**config.mk**
```make
export PLATFORM = sky130hd
export DESIGN_NAME = luc_digit
export DESIGN_NICKNAME = d
export VERILOG_FILES = /design/src/hdl/luc_pkg.sv /design/src/hdl/luc_digit.sv
export SDC_FILE = /design/constraint.sdc
export NUM_CORES = 1
export LEC_CHECK = 0
export BUFFER_PORTS_ARGS = -buffer_cell sky130_fd_sc_hd__buf_2
export CAP_MARGIN = 25
export CORE_AREA = 2 2 127 129
export CTS_BUF_LIST = sky130_fd_sc_hd__clkbuf_8 sky130_fd_sc_hd__clkbuf_16
export DETAILED_ROUTE_END_ITERATION = 10
export DIE_AREA = 0 0 129 131
export GPL_ROUTABILITY_DRIVEN = 0
export SKIP_LAST_GASP = 1
export SYNTH_ARGS = -nofsm -noshare
export SYNTH_HDL_FRONTEND = slang
export SYNTH_SLANG_ARGS = --single-unit
```
**constraint.sdc**
```tcl
create_clock -name aclk -period 5.34 [get_ports aclk]
set_clock_uncertainty 0.15 [all_clocks]
set_input_delay 1.068 -clock aclk [delete_from_list [all_inputs] [get_ports aclk]]
set_output_delay 1.068 -clock aclk [all_outputs]
set_load 0.05 [all_outputs]
```
**src/hdl/luc_pkg.sv**
```systemverilog
// Package for the Lucas binomial block: widths, state and phase codes,
// and response structs of the arithmetic units.
// No dependencies.
package luc_pkg;

    localparam int ARG_W       = 63;
    localparam int MOD_W       = 17;
    localparam int TABLE_DEPTH = 131072;
    localparam int ADDR_W      = $clog2(TABLE_DEPTH);
    localparam int PROD_W      = 2 * MOD_W;
    localparam int S_W         = MOD_W + 3;
    localparam int QBITS       = MOD_W;
    localparam int CNT_W       = $clog2(QBITS + 1);
    localparam int DCNT_W      = $clog2(ARG_W + 1);
    localparam int S_TDATA_W   = ((2 * ARG_W + 7) / 8) * 8;
    localparam int M_TDATA_W   = ((MOD_W + 7) / 8) * 8;
    localparam logic [MOD_W-1:0] MOD_RESET = MOD_W'(2);

    typedef enum logic [4:0] {
        ST_IDLE, ST_CHECK, ST_DIGIT, ST_CMP,
        ST_RD_N, ST_RD_K, ST_RD_D, ST_RD_W,
        ST_EU_INIT, ST_EU_CHK, ST_EU_RUN, ST_EU_FIN,
        ST_MUL, ST_RED, ST_RED_WAIT,
        ST_FILL0, ST_FILL_CHK, ST_DONE
    } state_t;

    typedef enum logic [1:0] {
        PH_INV_K, PH_INV_D, PH_ACC, PH_FILL
    } phase_t;

    typedef struct packed {
        logic                    done;
        logic [MOD_W-1:0]        rem;
        logic signed [S_W-1:0]   s;
    } rem_rsp_t;

    typedef struct packed {
        logic             done;
        logic [ARG_W-1:0] quo;
        logic [MOD_W-1:0] rem;
    } digit_rsp_t;

endpackage

```
**src/hdl/luc_digit.sv**
```systemverilog
// Base-p digit unit: long division of a 63-bit argument by the modulus,
// one bit per cycle, giving quotient and digit. Uses luc_pkg.
module luc_digit (
    input  logic                      aclk,
    input  logic                      aresetn,
    input  logic                      start,
    input  logic [luc_pkg::ARG_W-1:0] dividend,
    input  logic [luc_pkg::MOD_W-1:0] divisor,
    output luc_pkg::digit_rsp_t       rsp
);
    import luc_pkg::*;

    logic [ARG_W-1:0]  quo_reg;
    logic [MOD_W-1:0]  rem_reg;
    logic [MOD_W-1:0]  div_reg;
    logic [DCNT_W-1:0] cnt_reg;
    logic              done_reg;
    logic [MOD_W:0]    trial;
    logic              ge;

    // Bring down the next dividend bit and compare with the divisor.
    assign trial = {rem_reg, quo_reg[ARG_W-1]};
    assign ge    = trial >= {1'b0, div_reg};

    // Control: count the dividend bits still to go.
    always_ff @(posedge aclk) begin
        if (!aresetn) begin
            cnt_reg  <= '0;
            done_reg <= 1'b0;
        end else begin
            done_reg <= 1'b0;
            if (start) begin
                cnt_reg <= DCNT_W'(ARG_W);
            end else if (cnt_reg != '0) begin
                cnt_reg <= cnt_reg - DCNT_W'(1);
                if (cnt_reg == DCNT_W'(1)) begin
                    done_reg <= 1'b1;
                end
            end
        end
    end

    // Datapath: shift the quotient bit in as the dividend shifts out.
    always_ff @(posedge aclk) begin
        if (start) begin
            quo_reg <= dividend;
            rem_reg <= '0;
            div_reg <= divisor;
        end else if (cnt_reg != '0) begin
            quo_reg <= {quo_reg[ARG_W-2:0], ge};
            rem_reg <= ge ? MOD_W'(trial - {1'b0, div_reg}) : trial[MOD_W-1:0];
        end
    end

    assign rsp.done = done_reg;
    assign rsp.quo  = quo_reg;
    assign rsp.rem  = rem_reg;

endmodule

```
After elaboration in Yosys (flattened, before gate mapping) --
Cells that the tools add are included. Widths: inputs -> output; s select.
Operators by class: add/subtract/negate cells 2, order comparisons 1, equality and inequality tests 1, mux-type cells 6, bitwise operators 2, reduce and logical (&&, ||, !) cells 3
Operators with widths (count):
- $mux 63 | 2
- $ge 18x17->1 | 1
- $mux 17 | 1
- $sub 17x17->17 | 1
- $mux 6 | 2
- $eq 6x1->1 const B | 1
- $reduce_bool 6->1 | 1
- $sub 6x1->6 const B | 1
- $reduce_or 3->1 | 1
- $not 1->1 | 2
- $reduce_bool 2->1 | 1
- $mux 1 | 1
Word-level totals: flip-flop bits (word level) 104, input port bits 83, output and inout bits 81, word-level logic and storage cells 20

Longest topological paths before layout --
depth in word-level cells 3, mapped depth 11, gate-level depth less buffers 10

Worst setup path before layout --
Ideal clock, no wire load.
path kind input-to-reg, start input start, end register quo_reg[0] (enable), setup time 0.417 ns, arrival 3.076 ns, data required time 4.773 ns, setup slack 1.697 ns, stages on the path 4, buffers on the path 2, cells stage by stage clkbuf_1 > clkbuf_1 > nor2_1 > inv_1
Between the ends: longest elaborated chain between the ends 1
RTL lines:
- start, declared | line luc_digit.sv:6 | input logic start,
- $reduce_bool 2->1 (no line)
- end signal, assigned | line luc_digit.sv:46 | quo_reg <= dividend;
- end signal, assigned | line luc_digit.sv:50 | quo_reg <= {quo_reg[ARG_W-2:0], ge};
- end, declared | line luc_digit.sv:13 | logic [ARG_W-1:0] quo_reg;
Every way passes these cells. A chain may end at the register's enable or synchronous reset.

Worst setup path in the final report --
start register cnt_reg[5], end register quo_reg[58] (enable)
Between the ends: longest elaborated chain between the ends 2
RTL lines:
- start, declared | line luc_digit.sv:16 | logic [DCNT_W-1:0] cnt_reg;
- start signal, assigned | line luc_digit.sv:33 | cnt_reg <= DCNT_W'(ARG_W);
- start signal, assigned | line luc_digit.sv:35 | cnt_reg <= cnt_reg - DCNT_W'(1);
- $reduce_bool 6->1 | line luc_digit.sv:49 | end else if (cnt_reg != '0) begin
- $reduce_bool 2->1 (no line)
Every way passes these cells.

==> flow_metrics.env <==
export IMPL_status="finished, final reports clean"
export IMPL_fp_dieH_microns=131
export IMPL_grt_overflow=0
export IMPL_n_fill_cell=1510
export IMPL_synth_edf_count=80
export IMPL_arrival_ns=3.40
export IMPL_placed_cell_area_sq_mm=0.00633
export IMPL_relSlewSlack_pct=45.0
export IMPL_fin_nets=691
export IMPL_setup_tns_final_ns=0
export IMPL_cts_setup_buffers=0
export IMPL_synth_distinct_cells=63
export IMPL_hold_viol=0
export IMPL_finalMaxSlewViolations=0
export IMPL_antenna_left=0
export IMPL_place_hpwl_mm=9.62
export IMPL_synthCells=429
export IMPL_clock_sinks=104
export IMPL_numCtsBuffers=9
export IMPL_end_kind="flip-flop"
export IMPL_finalSetupViolCount=0
export IMPL_antennaDiodeCount=0
export IMPL_ios=164
export IMPL_root_buffer="clkbuf_16"
export IMPL_synth_ff_type="edfxtp_1"
export IMPL_p_leak_nw=2.82
export IMPL_drv_cap=0
export IMPL_port_buffers=163
export IMPL_drc=0
export IMPL_grt_use_total_pct=15.0
export IMPL_viasPerCell=5.11
export IMPL_ys_seq_elements=104
export IMPL_postSynth_asyncResetShare_pct=0
export IMPL_finalCriticalPeriod_ns=3.48
export IMPL_rrSetupSlack_ns=1.86
export IMPL_worst_pin_slew_ns=0.823
export IMPL_vias=4131
export IMPL_routed_wl_mm=13.2
export IMPL_avgSynthCellArea_sq_um=12.4
export IMPL_initial_core_util_pct=34.0
export IMPL_hold_class="reg2reg"
export IMPL_drt_initial_drc_count=298
export IMPL_startpoint_type="flip-flop"
export IMPL_rows=46
export IMPL_clockBufferDepth=2
export IMPL_finalCritPeriodShare_pct=65.2
export IMPL_cts_tree="done"
export IMPL_clkTransAtPathRegs_ns=0.08
export IMPL_syn2layout_area_growth_pct=25.5
export IMPL_ys_seq_area_share_pct=54.3
export IMPL_hold_buffers=0
export IMPL_grt_pass1_wl_mm=19.9
export IMPL_worstPathRequired_ns=5.26
export IMPL_cts_htree_levels=3
export IMPL_dr_pass1_iters=4
export IMPL_ir_drop_mv=0.167
export IMPL_cts_repair_resized=0
export IMPL_postLayoutCellArea_sq_mm=0.00666
export IMPL_grt_start_max_net_pins=55
export IMPL_fmax_mhz=287
export IMPL_critPathMaxFanout=32
export IMPL_dp_cells=793
export IMPL_ys_warn_count=0
export IMPL_grt_pass1_vias=3987
export IMPL_largest_reg_flops=63
export IMPL_antenna_found_initial=0
export IMPL_synth_area_sq_mm=0.00531
export IMPL_wl_per_cell_microns=16.3
export IMPL_worst_hold_slack_ns=0.373
export IMPL_final_layout_size_suffix_gt1_share_pct=44.2
export IMPL_synth_nets=532
export IMPL_fp_dieW_microns=129
export IMPL_insertion_delay_ns=0.35
export IMPL_core_area_sq_mm=0.0156
export IMPL_die_area_sq_mm=0.0169
export IMPL_crit_type="reg2reg"
export IMPL_final_cells=809
export IMPL_rsz0062_at_grt="no"
export IMPL_pwr_density_cell_mw_per_mm2=366
[per-layer routing]
layer  share of wire [%]  wire (microns)  GRT usage (%)  vias to the layer above
li1                    -               -              -                     1946
met3                 7.5             981           4.52                       25
met1                  42            5480           18.3                     1988
met4                 1.5             197           4.67                        0
met5                   0               0              0                        -
met2                  49            6490           25.6                      172
[stage by stage]
stage | worst slack, ns | power (W) | util (%)
4_1_cts | 1.88 | 0.00246 | 42.7
3_3_place_gp | 1.92 | 0.00173 | 40.6
2_1_floorplan | 1.70 | 0.00156 | -
3_5_place_dp | 1.77 | 0.00174 | 40.6
6_report | 1.86 | 0.00244 | 42.7
5_1_grt | 1.63 | 0.00254 | 42.7
[Yosys cell counts (all sizes together) (3+ instances only)]
cell type | number | area share [%]
edfxtp | 80 | 45
mux2 | 64 | 14
nand2 | 34 | 2.5
a21oi | 26 | 2.7
dfxtp | 24 | 9.1
inv | 23 | 1.6
ha | 19 | 4.5
nor2 | 17 | 1.2
o21ai | 16 | 1.8
clkbuf | 10 | 0.73
nand3 | 10 | 0.94
buf | 8 | 0.94
xnor2 | 8 | 1.3
a211oi | 6 | 1.3
nand4 | 6 | 0.83
o21a | 6 | 0.87
xor2 | 6 | 0.99
a31oi | 5 | 0.59
nand2b | 5 | 0.59
nor3 | 5 | 0.47
o211ai | 5 | 0.80
a21boi | 4 | 0.57
a21o | 4 | 0.57
o31ai | 4 | 0.57
a311oi | 3 | 0.61
o2bb2a | 3 | 0.57
[placed cells by master, fill, tap and decap left out, types with 3 or more instances in the layout]
cell type	instances
a211oi_1	3
a21boi_0	4
a21o_1	4
a21oi_1	25
a31oi_1	5
buf_2	162
buf_4	4
clkbuf_16	9
clkinv_8	3
dfxtp_1	24
edfxtp_1	80
ha_1	19
inv_1	22
mux2_2	62
nand2_1	32
nand2b_1	5
nand3_1	10
nand4_1	5
nor2_1	16
nor3_1	5
o211ai_1	4
o21a_1	5
o21ai_0	11
o21ai_1	3
o2bb2a_1	3
o31ai_1	4
xnor2_1	8
xor2_1	6
[kinds of logic after synthesis]
kind of cell               after synthesis  synth area share (%)
DFF                                    104                  54.3
adders and majority gates               20                  4.86
muxes                                   64                  13.7
buffers and inverters                   41                  3.30
and+or+nand+nor                         88                  7.94
xor gates and xnor gates                14                  2.31
AOI/OAI and AO/OA                       98                  13.6
[worst max-delay path, cell delays in order, from the launching register on]
cell and delay, ns:
dfxtp_1 0.35, nor4_1 0.48, nand2_1 0.62, nor2_1 0.70, inv_2 0.45, buf_4 0.40
[final cells by class]
class | count | area (sq um) | area share (%)
Clock buffer | 9 | 225 | 3.38
Clock inverter | 7 | 104 | 1.56
Inverter | 23 | 86.3 | 1.30
Multi-Input combinational cell | 284 | 2250 | 33.8
Sequential cell | 104 | 2880 | 43.3
Tap cell | 216 | 270 | 4.06
Timing Repair Buffer | 166 | 841 | 12.6
[final timing paths]
path,start,end,depth (start not counted)
worst min register to register,cnt_reg[4],cnt_reg[4],2
worst max-delay path,cnt_reg[5],quo_reg[58],5
worst min-delay path,cnt_reg[4],cnt_reg[4],2
worst max register to register,cnt_reg[5],quo_reg[58],5
[report_power, final]
group          internal (W)  switching (W)  total [W]
combinational      0.000210       0.000478   0.000688
clock              0.000379       0.000336   0.000715
sequential         0.000976      0.0000572    0.00103
total               0.00157       0.000871    0.00244
Power figures use the tool's default switching activity.
