### config.mk
export PLATFORM = sky130hd
export DESIGN_NAME = luc_rem
export DESIGN_NICKNAME = d
export VERILOG_FILES = /design/src/hdl/luc_pkg.sv /design/src/hdl/luc_rem.sv
export SDC_FILE = /design/constraint.sdc
export NUM_CORES = 1
export LEC_CHECK = 0
export BUFFER_PORTS_ARGS = -buffer_cell sky130_fd_sc_hd__buf_2
export CORE_ASPECT_RATIO = 0.6
export CORE_UTILIZATION = 50
export DETAILED_ROUTE_END_ITERATION = 16
export PLACE_DENSITY = 0.78
export SETUP_SLACK_MARGIN = 0.5
export SYNTH_ARGS = -nofsm -noshare
export SYNTH_HDL_FRONTEND = slang
export SYNTH_SLANG_ARGS = --single-unit
### constraint.sdc
create_clock -name aclk -period 10.8 [get_ports aclk]
set_input_delay 2.16 -clock aclk [delete_from_list [all_inputs] [get_ports aclk]]
set_output_delay 2.16 -clock aclk [all_outputs]
set_load 0.01 [all_outputs]
### src/hdl/luc_pkg.sv
// Package for the Lucas binomial block: widths, state and phase codes,
// and response structs of the arithmetic units.
// No dependencies.
package luc_pkg;

    localparam int ARG_W       = 63;
    localparam int MOD_W       = 17;
    localparam int TABLE_DEPTH = 131072;
    localparam int ADDR_W      = $clog2(TABLE_DEPTH);
    localparam int PROD_W      = 2 * MOD_W;
    localparam int S_W         = MOD_W + 3;
    localparam int QBITS       = MOD_W;
    localparam int CNT_W       = $clog2(QBITS + 1);
    localparam int DCNT_W      = $clog2(ARG_W + 1);
    localparam int S_TDATA_W   = ((2 * ARG_W + 7) / 8) * 8;
    localparam int M_TDATA_W   = ((MOD_W + 7) / 8) * 8;
    localparam logic [MOD_W-1:0] MOD_RESET = MOD_W'(2);

    typedef enum logic [4:0] {
        ST_IDLE, ST_CHECK, ST_DIGIT, ST_CMP,
        ST_RD_N, ST_RD_K, ST_RD_D, ST_RD_W,
        ST_EU_INIT, ST_EU_CHK, ST_EU_RUN, ST_EU_FIN,
        ST_MUL, ST_RED, ST_RED_WAIT,
        ST_FILL0, ST_FILL_CHK, ST_DONE
    } state_t;

    typedef enum logic [1:0] {
        PH_INV_K, PH_INV_D, PH_ACC, PH_FILL
    } phase_t;

    typedef struct packed {
        logic                    done;
        logic [MOD_W-1:0]        rem;
        logic signed [S_W-1:0]   s;
    } rem_rsp_t;

    typedef struct packed {
        logic             done;
        logic [ARG_W-1:0] quo;
        logic [MOD_W-1:0] rem;
    } digit_rsp_t;

endpackage

### src/hdl/luc_rem.sv
// Shared remainder unit: restoring reduction, one quotient bit per cycle,
// that also forms s_init - q * s_step for the extended Euclid. Uses luc_pkg.
module luc_rem (
    input  logic                          aclk,
    input  logic                          aresetn,
    input  logic                          start,
    input  logic [luc_pkg::PROD_W-1:0]    dividend,
    input  logic [luc_pkg::MOD_W-1:0]     divisor,
    input  logic signed [luc_pkg::S_W-1:0] s_init,
    input  logic signed [luc_pkg::S_W-1:0] s_step,
    output luc_pkg::rem_rsp_t             rsp
);
    import luc_pkg::*;

    logic [PROD_W-1:0]     rem_reg;
    logic [MOD_W-1:0]      div_reg;
    logic signed [S_W-1:0] s_reg;
    logic signed [S_W-1:0] step_reg;
    logic [CNT_W-1:0]      bit_reg;
    logic                  run_reg;
    logic                  done_reg;
    logic [PROD_W-1:0]     shifted_div;
    logic signed [S_W-1:0] shifted_s;
    logic                  fits;

    // Divisor and s step aligned to the current quotient bit.
    assign shifted_div = {{(PROD_W-MOD_W){1'b0}}, div_reg} << bit_reg;
    assign shifted_s   = step_reg <<< bit_reg;
    assign fits        = rem_reg >= shifted_div;

    // Control: step down through the quotient bits while running, then flag done.
    always_ff @(posedge aclk) begin
        if (!aresetn) begin
            run_reg  <= 1'b0;
            done_reg <= 1'b0;
            bit_reg  <= '0;
        end else begin
            done_reg <= 1'b0;
            if (start) begin
                run_reg <= 1'b1;
                bit_reg <= CNT_W'(QBITS - 1);
            end else if (run_reg) begin
                if (bit_reg == '0) begin
                    run_reg  <= 1'b0;
                    done_reg <= 1'b1;
                end else begin
                    bit_reg <= bit_reg - CNT_W'(1);
                end
            end
        end
    end

    // Datapath: subtract the aligned divisor where it fits.
    always_ff @(posedge aclk) begin
        if (start) begin
            rem_reg  <= dividend;
            div_reg  <= divisor;
            s_reg    <= s_init;
            step_reg <= s_step;
        end else if (run_reg && fits) begin
            rem_reg <= rem_reg - shifted_div;
            s_reg   <= s_reg - shifted_s;
        end
    end

    assign rsp.done = done_reg;
    assign rsp.rem  = rem_reg[MOD_W-1:0];
    assign rsp.s    = s_reg;

endmodule

# After elaboration in Yosys (flattened, before gate mapping)
# Index checks and enable logic that the tools add are counted.
# word_totals
n_memories,0
latchBits,0
reg_bits,98
rom_bits,0
ramBits,0
word_cells,37
out_inout_bits,38
inputBits,94
# op_classes
muxes,11
n_eq_ne,1
div,0
bitwise,3
magnitude_cmp,1
multipliers,0
n_reduce_logical,8
addsub,3
n_shift,2
# op_table
operator,count
$mux 34,2
$mux 20,2
$ge 34x34->1,1
$shl 17x5->34,1
$sub 34x34->34,1
$sshl 20x5->20,1
$sub 20x20->20,1
$mux 5,3
$logic_not 5->1,1
$sub 5x1->5 const B,1
$mux 1,4
$reduce_and 2->1,2
$reduce_bool 2->1,2
$not 1->1,3
$reduce_or 3->1,1
$ne 2x2->1 const B,1
$reduce_or 2->1,1
$logic_and 1x1->1,1

# Logic depth before layout (Yosys ltp)
# Gate-level depths: netlist (run 1).
# depth
depth_word,5
ltp_mapped,20
ltp_nobuf,17

# Worst setup path before layout (run 1)
# Ideal clock, no wire load.
# synth_timing
kind,register to register
from,reg bit_reg[1]
to,"reg rem_reg[0], enable pin"
stages_incl_launch_ff,20
t_arrival_ns,6.075
setup_ns,0.489
required_ns,10.311
path_buffers,4
path_slack_ns,4.236
synth_period_minus_slack_ns,6.564
cell_sequence,dfxtp_1 > buf_2 > buf_2 > buf_1 > clkbuf_1 > mux4_2 > nand2_1 > nand2_1 > nand2_1 > o31ai_1 > nand2_1 > ha_1 > and4_1 > and3_1 > o311ai_0 > o2111ai_1 > a21oi_1 > nor2_1 > nand3_1 > a22oi_1
# synth_via
elab_chain_len,4
# synth_rtl
element,line,source
from (decl),luc_rem.sv:19,logic [CNT_W-1:0] bit_reg;
from (signal assigned),luc_rem.sv:41,bit_reg <= CNT_W'(QBITS - 1);
from (signal assigned),luc_rem.sv:47,bit_reg <= bit_reg - CNT_W'(1);
$shl 17x5->34,luc_rem.sv:27,"assign shifted_div = {{(PROD_W-MOD_W){1'b0}}, div_reg} << bit_reg;"
$ge 34x34->1,luc_rem.sv:29,assign fits = rem_reg >= shifted_div;
$logic_and 1x1->1,luc_rem.sv:60,end else if (run_reg && fits) begin
$reduce_bool 2->1 (no line),-,
to (signal assigned),luc_rem.sv:56,rem_reg <= dividend;
to (signal assigned),luc_rem.sv:61,rem_reg <= rem_reg - shifted_div;
to (decl),luc_rem.sv:15,logic [PROD_W-1:0] rem_reg;
# No other way between the ends.
# A chain may end at the register's enable or synchronous reset.

# Worst setup path in the final report (run 1)
# Same ends and word-level chain as after synthesis.

==> out/qor.yml, run 1 <==
setup_path:
  slowest_delay_ps: 990
  arrival_ps: 5900
  r2r_slack_ps: 4900
  cp_max_fo: 37
  critical_path.top_delay_family: "compound AO/OA/AOI/OAI gates"
  reg2reg_depth: 16
  cp.depth: 16
  crit_buf_inv: 3
  r2r_end: "rem_reg[0]"
  r2r-start: "bit_reg[1]"
  end_kind: "flip-flop"
  path_class: "reg2reg"
  cp_cell_sequence: "buf_4, mux2i_1, o21ai_0, inv_1, o22ai_1, nand2_1, ha_1, and4_1, and3_1, nand3_1, nor3_1, nand3_1, o211ai_1, a2111oi_0, a22oi_2, buf_4"
  slowest_stage: "a22oi_2"
  start_kind: "flip-flop"
  critical_path_required_ps: 10790
sta:
  holdWs_ps: 510
  fin_ws_ps: 4900
  timing.slew.headroom: 0.183
  setup_violations: 0
  finalSetupTns_ps: 0
  finalCritPeriodShare: 0.547
  rsz0062_at_grt: "no"
  fin_worst_skew_ps: 16.1
  max_freq_ghz: 0.169
  hold_viol: 0
  maxSlewViolCount: 0
  tightest_slew_ps: 1230
  period_needed_ps: 5900
routing:
  detail_route.wl_per_cell_um: 19.4
  drt-total-wl_mm: 24.3
  drc: 0
  vias_per_cell: 6.10
  drtIter0Drc: 1003
  wl_met1_mm: 12.5
  wl_met2_mm: 8.52
  detail-route-antenna-nets: 0
  top_layer: "met4"
  detail_route.first_pass.iterations: 5
  wl_met3_mm: 3.09
  via_count: 7639
cts:
  clk_latency_ps: 360
  cts-resized-gates: 0
  cts_made_buffers: 9
  cts_hold_buf: 0
  cts_root_buf: "clkbuf_16"
  path_clk_slew_ps: 80
  htreeDepth: 3
  clockBufferDepth: 2
  numClockSinks: 98
  post_cts_buffers: 0
  tritoncts: "done"
floorplanning:
  core_area_um2: 16300
  initial_core_util: 0.513
  chipHeight_um: 102
  die_w_um: 169
  die_area_um2: 17200
  rows: 36
  ios: 132
finish:
  largest_register_ffs: 34
  fin_cells: 1253
  syn_to_final_growth_pct: 11.7
  postLayoutCoreUtil: 0.573
  multi_input_area_um2: 5060
  nFillCells: 1476
  seqCellArea_um2: 2870
  diodes: 0
  drive_gt1_frac: 0.179
  nNetsFinal: 1171
global_route:
  grt_pass1_wl_mm: 37.2
  antenna_found_initial: 0
  track_usage: 0.284
  grt_pass1_vias: 6629
  grt_max_degree: 83
  grt.overflow.total: 0
flow_run:
  maxCapViolCount: 0
hold_path:
  whs_endpoint: "done_reg"
  whs_path_depth: 2
  hold_path_class: "reg2reg"
  min_from: "run_reg"
synthesis:
  synth_top_area_share: 0.327
  yosys.area.top_type: "edfxtp_1"
  synth_area_leaders: "edfxtp_1, ha_1, nand2_1, o21ai_0, mux4_2"
  synth_top_flop_cell: "edfxtp_1"
  syn_area_um2: 8350
  syn_area_per_cell_um2: 8.89
  synth_fp_nets: 1090
  synth-seq-area-share: 0.344
  synth_edf_count: 91
  ys_warn_count: 0
  syn_inst: 939
  synth.distinct_cells: 62
  synth-seq-cells: 98
  async_flop_share: 0
placement:
  dp_slack_ps: 5060
  placed_cells: 1237
  gp_congestion: 0.976
  port-buffer-count: 131
  hpwl_mm: 18.7
power:
  cellPowerDensity_nw_per_um2: 258
  p_leak_uw: 0.00385
  ir_worst_vdd_v: 0.000131
status:
  status: "finished clean"
## stage by stage
stage | total power (uW) | instance area, um^2
after floorplan | 1680 | 8350
after global placement | 2000 | 9020
after detailed placement | 2020 | 9020
after CTS | 2370 | 9320
after global routing | 2570 | 9320
final | 2400 | 9320
## how the worst max path moves through the flow
| stage | startpoint | endpoint | slack [ps] |
|---|---|---|---|
| after global placement | bit_reg[1] | s_reg[10] | 5240 |
| final | bit_reg[1] | rem_reg[0] | 4900 |
| after detailed placement | bit_reg[1] | s_reg[7] | 5060 |
| after global routing | bit_reg[1] | rem_reg[0] | 4390 |
| after floorplan | bit_reg[1] | rem_reg[0] | 4240 |
| after CTS | bit_reg[1] | s_reg[7] | 5030 |
## cell usage after synthesis, types with 4 or more instances
library cell / number
a211o_1: 5
a211oi_1: 18
a21o_1: 26
a21oi_1: 55
a221o_1: 5
a22oi_1: 8
a311oi_1: 5
a31oi_1: 5
and2_1: 9
and3_1: 9
and4_1: 6
buf_1: 12
buf_4: 18
clkbuf_1: 35
dfxtp_1: 7
edfxtp_1: 91
ha_1: 55
inv_1: 22
mux2_2: 7
mux2i_1: 29
mux4_2: 15
nand2_1: 152
nand2b_1: 15
nand3_1: 24
nand4_1: 4
nor2_1: 59
nor2b_1: 9
nor3_1: 16
o211ai_1: 12
o21a_1: 10
o21ai_0: 91
o22ai_1: 5
o31ai_1: 8
xnor2_1: 22
xor2_1: 22
## layout by cell type, fill, tap and decap left out, types with 22 or more instances in the layout
master,count
a21o_1,26
a21oi_1,55
buf_2,130
edfxtp_1,91
ha_1,55
inv_1,22
mux2i_1,29
nand2_1,152
nand3_1,24
nor2_1,59
o21ai_0,91
xnor2_1,22
xor2_1,22
## final cells by class
cell class                 count  area share
multi-input combinational    749       0.543
sequential                    98       0.308
timing repair buffer         138      0.0762
tap                          228      0.0306
clock buffer                   9      0.0242
inverter                      24     0.00966
clock inverter                 7     0.00819
## kinds of logic (layout without fill, tap and decap cells)
group                      after synthesis  in the layout  share of synthesized area
xor gates and xnor gates                44             44                     0.0462
adders and majority gates               57             57                     0.0872
muxes                                   51             51                     0.0847
DFF                                     98             98                      0.344
and+or+nand+nor                        318            318                      0.173
buffers and inverters                   92            178                     0.0499
AOI/OAI and AO/OA                      279            279                      0.215
## power breakdown
part / internal, uW / switching [uW]
Sequential: 573 / 85.3
Combinational: 575 / 827
Clock: 183 / 160
Total: 1330 / 1070
## worst register-to-register path, cell delays in order, from the launching register on
cell	delay [ps]
dfxtp_2	590
buf_4	470
mux2i_1	160
o21ai_0	530
inv_1	90
o22ai_1	270
nand2_1	120
ha_1	460
and4_1	250
and3_1	180
nand3_1	100
nor3_1	340
nand3_1	140
o211ai_1	100
a2111oi_0	130
a22oi_2	990
buf_4	580
## layer usage
metal	up-vias	GRT usage
met3	12	0.0786
li1	3640	-
met4	0	0.0503
met2	473	0.346
met5	-	0
met1	3514	0.475
No activity file was read; power rests on OpenSTA's default activity.
==> run 2: changes to the inputs <==
==> constraint.sdc (replaced) <==
create_clock -name aclk -period 5.9 [get_ports aclk]
set_input_delay 1.18 -clock aclk [delete_from_list [all_inputs] [get_ports aclk]]
set_output_delay 1.18 -clock aclk [all_outputs]
set_load 0.01 [all_outputs]
==> run 2 against run 1 <==
Net effect: clock power is 85% higher; final area is 0.54% higher; combinational power is 82% higher; core utilization is 0.31 points higher; sequential power is 81% higher; first-iteration DRC count is 8.3% lower; total power is 82% higher.
==> out/qor.yml, run 2 (synthesis results as in run 1) <==
floorplanning:
  core_area_um2: 16300
  chipHeight_um: 102
  ios: 132
  die_w_um: 169
  rows: 36
  die_area_um2: 17200
  initial_core_util: 0.513
hold_path:
  whs_path_depth: 2
  hold_path_class: "reg2reg"
  whs_endpoint: "done_reg"
  min_from: "run_reg"
finish:
  fin_area_um2: 9370
  diodes: 0
  syn_to_final_growth_pct: 12.3
  nNetsFinal: 1177
  drive_gt1_frac: 0.183
  largest_register_ffs: 34
  postLayoutCoreUtil: 0.576
  mostFrequentLayoutCells: "nand2_1, buf_2, o21ai_0, edfxtp_1, nor2_1"
  final_common_cell: "nand2_1"
  nFillCells: 1441
cts:
  path_clk_slew_ps: 80
  cts_root_buf: "clkbuf_16"
  clockBufferDepth: 2
  clk_latency_ps: 350
  tritoncts: "done"
  cts-resized-gates: 0
  post_cts_buffers: 0
  cts_hold_buf: 0
  cts_made_buffers: 9
  htreeDepth: 3
  numClockSinks: 98
sta:
  setup_violations: 0
  finalSetupTns_ps: 0
  maxSlewViolCount: 0
  hold_viol: 0
  max_freq_ghz: 0.207
  tightest_slew_ps: 1090
  finalCritPeriodShare: 0.818
  rsz0062_at_grt: "no"
  timing.slew.headroom: 0.267
  fin_ws_ps: 1080
  period_needed_ps: 4820
  fin_worst_skew_ps: 10.3
global_route:
  track_usage: 0.275
  grt_pass1_wl_mm: 36.1
  grt.overflow.total: 0
  grt_max_degree: 58
  grt_pass1_vias: 6465
  antenna_found_initial: 0
routing:
  via_count: 7605
  vias_per_cell: 6.04
  drtIter0Drc: 920
  drt-total-wl_mm: 23.8
  drc: 0
  detail_route.first_pass.iterations: 5
  detail-route-antenna-nets: 0
  detail_route.wl_per_cell_um: 18.9
placement:
  hpwl_mm: 18.5
  postPlaceCellArea_um2: 9070
  dp_slack_ps: 1180
  port-buffer-count: 131
  gp_congestion: 0.965
setup_path:
  r2r-start: "bit_reg[1]"
  r2r_end: "rem_reg[8]"
  end_kind: "flip-flop"
  start_kind: "flip-flop"
  critical_path_required_ps: 5890
  path_class: "reg2reg"
  r2r_slack_ps: 1080
  reg2reg_depth: 15
  arrival_ps: 4810
  cp_max_fo: 38
power:
  cellPowerDensity_nw_per_um2: 467
  p_leak_uw: 0.00388
  ir_worst_vdd_v: 0.000187
flow_run:
  maxCapViolCount: 0
status:
  status: "finished clean"
==> run 2: worst max path at each step <==
| stage | start | to | depth (start not counted) |
|---|---|---|---|
| after detailed placement | bit_reg[1] | s_reg[4] | 15 |
| after CTS | bit_reg[1] | rem_reg[6] | 15 |
| after global routing | bit_reg[1] | rem_reg[8] | 15 |
| after floorplan | bit_reg[1] | rem_reg[0] | 19 |
| after global placement | bit_reg[1] | s_reg[7] | 17 |
| final | bit_reg[1] | rem_reg[8] | 15 |
==> run 2: per-stage QoR <==
| stage | hold slack, ps | power [uW] | instances |
|---|---|---|---|
| floorplan | 432 | 3070 | 939 |
| global route | 533 | 4660 | 1259 |
| finish | 523 | 4370 | 1259 |
| CTS | 514 | 4310 | 1259 |
| detailed placement | 500 | 3670 | 1243 |
| global placement | 505 | 3630 | 1243 |
==> run 2: final cells by class <==
type / count / area [um^2] / area share
clock inverter: 7 / 81.3 / 0.00868
sequential: 98 / 2870 / 0.307
timing repair buffer: 144 / 756 / 0.0806
clock buffer: 9 / 225 / 0.0240
tap: 228 / 285 / 0.0304
inverter: 24 / 90.1 / 0.00961
multi-input combinational: 749 / 5060 / 0.540
==> run 2: power breakdown <==
group	leakage [uW]	internal (uW)	switching (uW)
logic	0.00277	1060	1500
registers	0.000958	1050	145
clock network	0.000153	337	294
==> run 2: worst max-delay path, stage by stage (launching register included) <==
cell,delay [ps]
dfxtp_2,820
mux2i_1,200
o21ai_0,590
inv_1,90
o22ai_1,250
nand2_1,110
ha_1,400
and4_1,250
and3_1,200
nand3_1,100
nor3_1,340
nand3_1,130
o211ai_1,100
a2111oi_0,140
a22oi_2,220
buf_4,490
==> run 2: routing by layer <==
metal	GRT usage	part of all wire	vias to the layer above	wire length, um
li1	-	-	3656	-
met1	0.458	0.52	3498	12300
met2	0.335	0.35	440	8370
met3	0.0879	0.13	11	3060
met4	0.0350	0.0038	0	91
met5	0	0	-	0
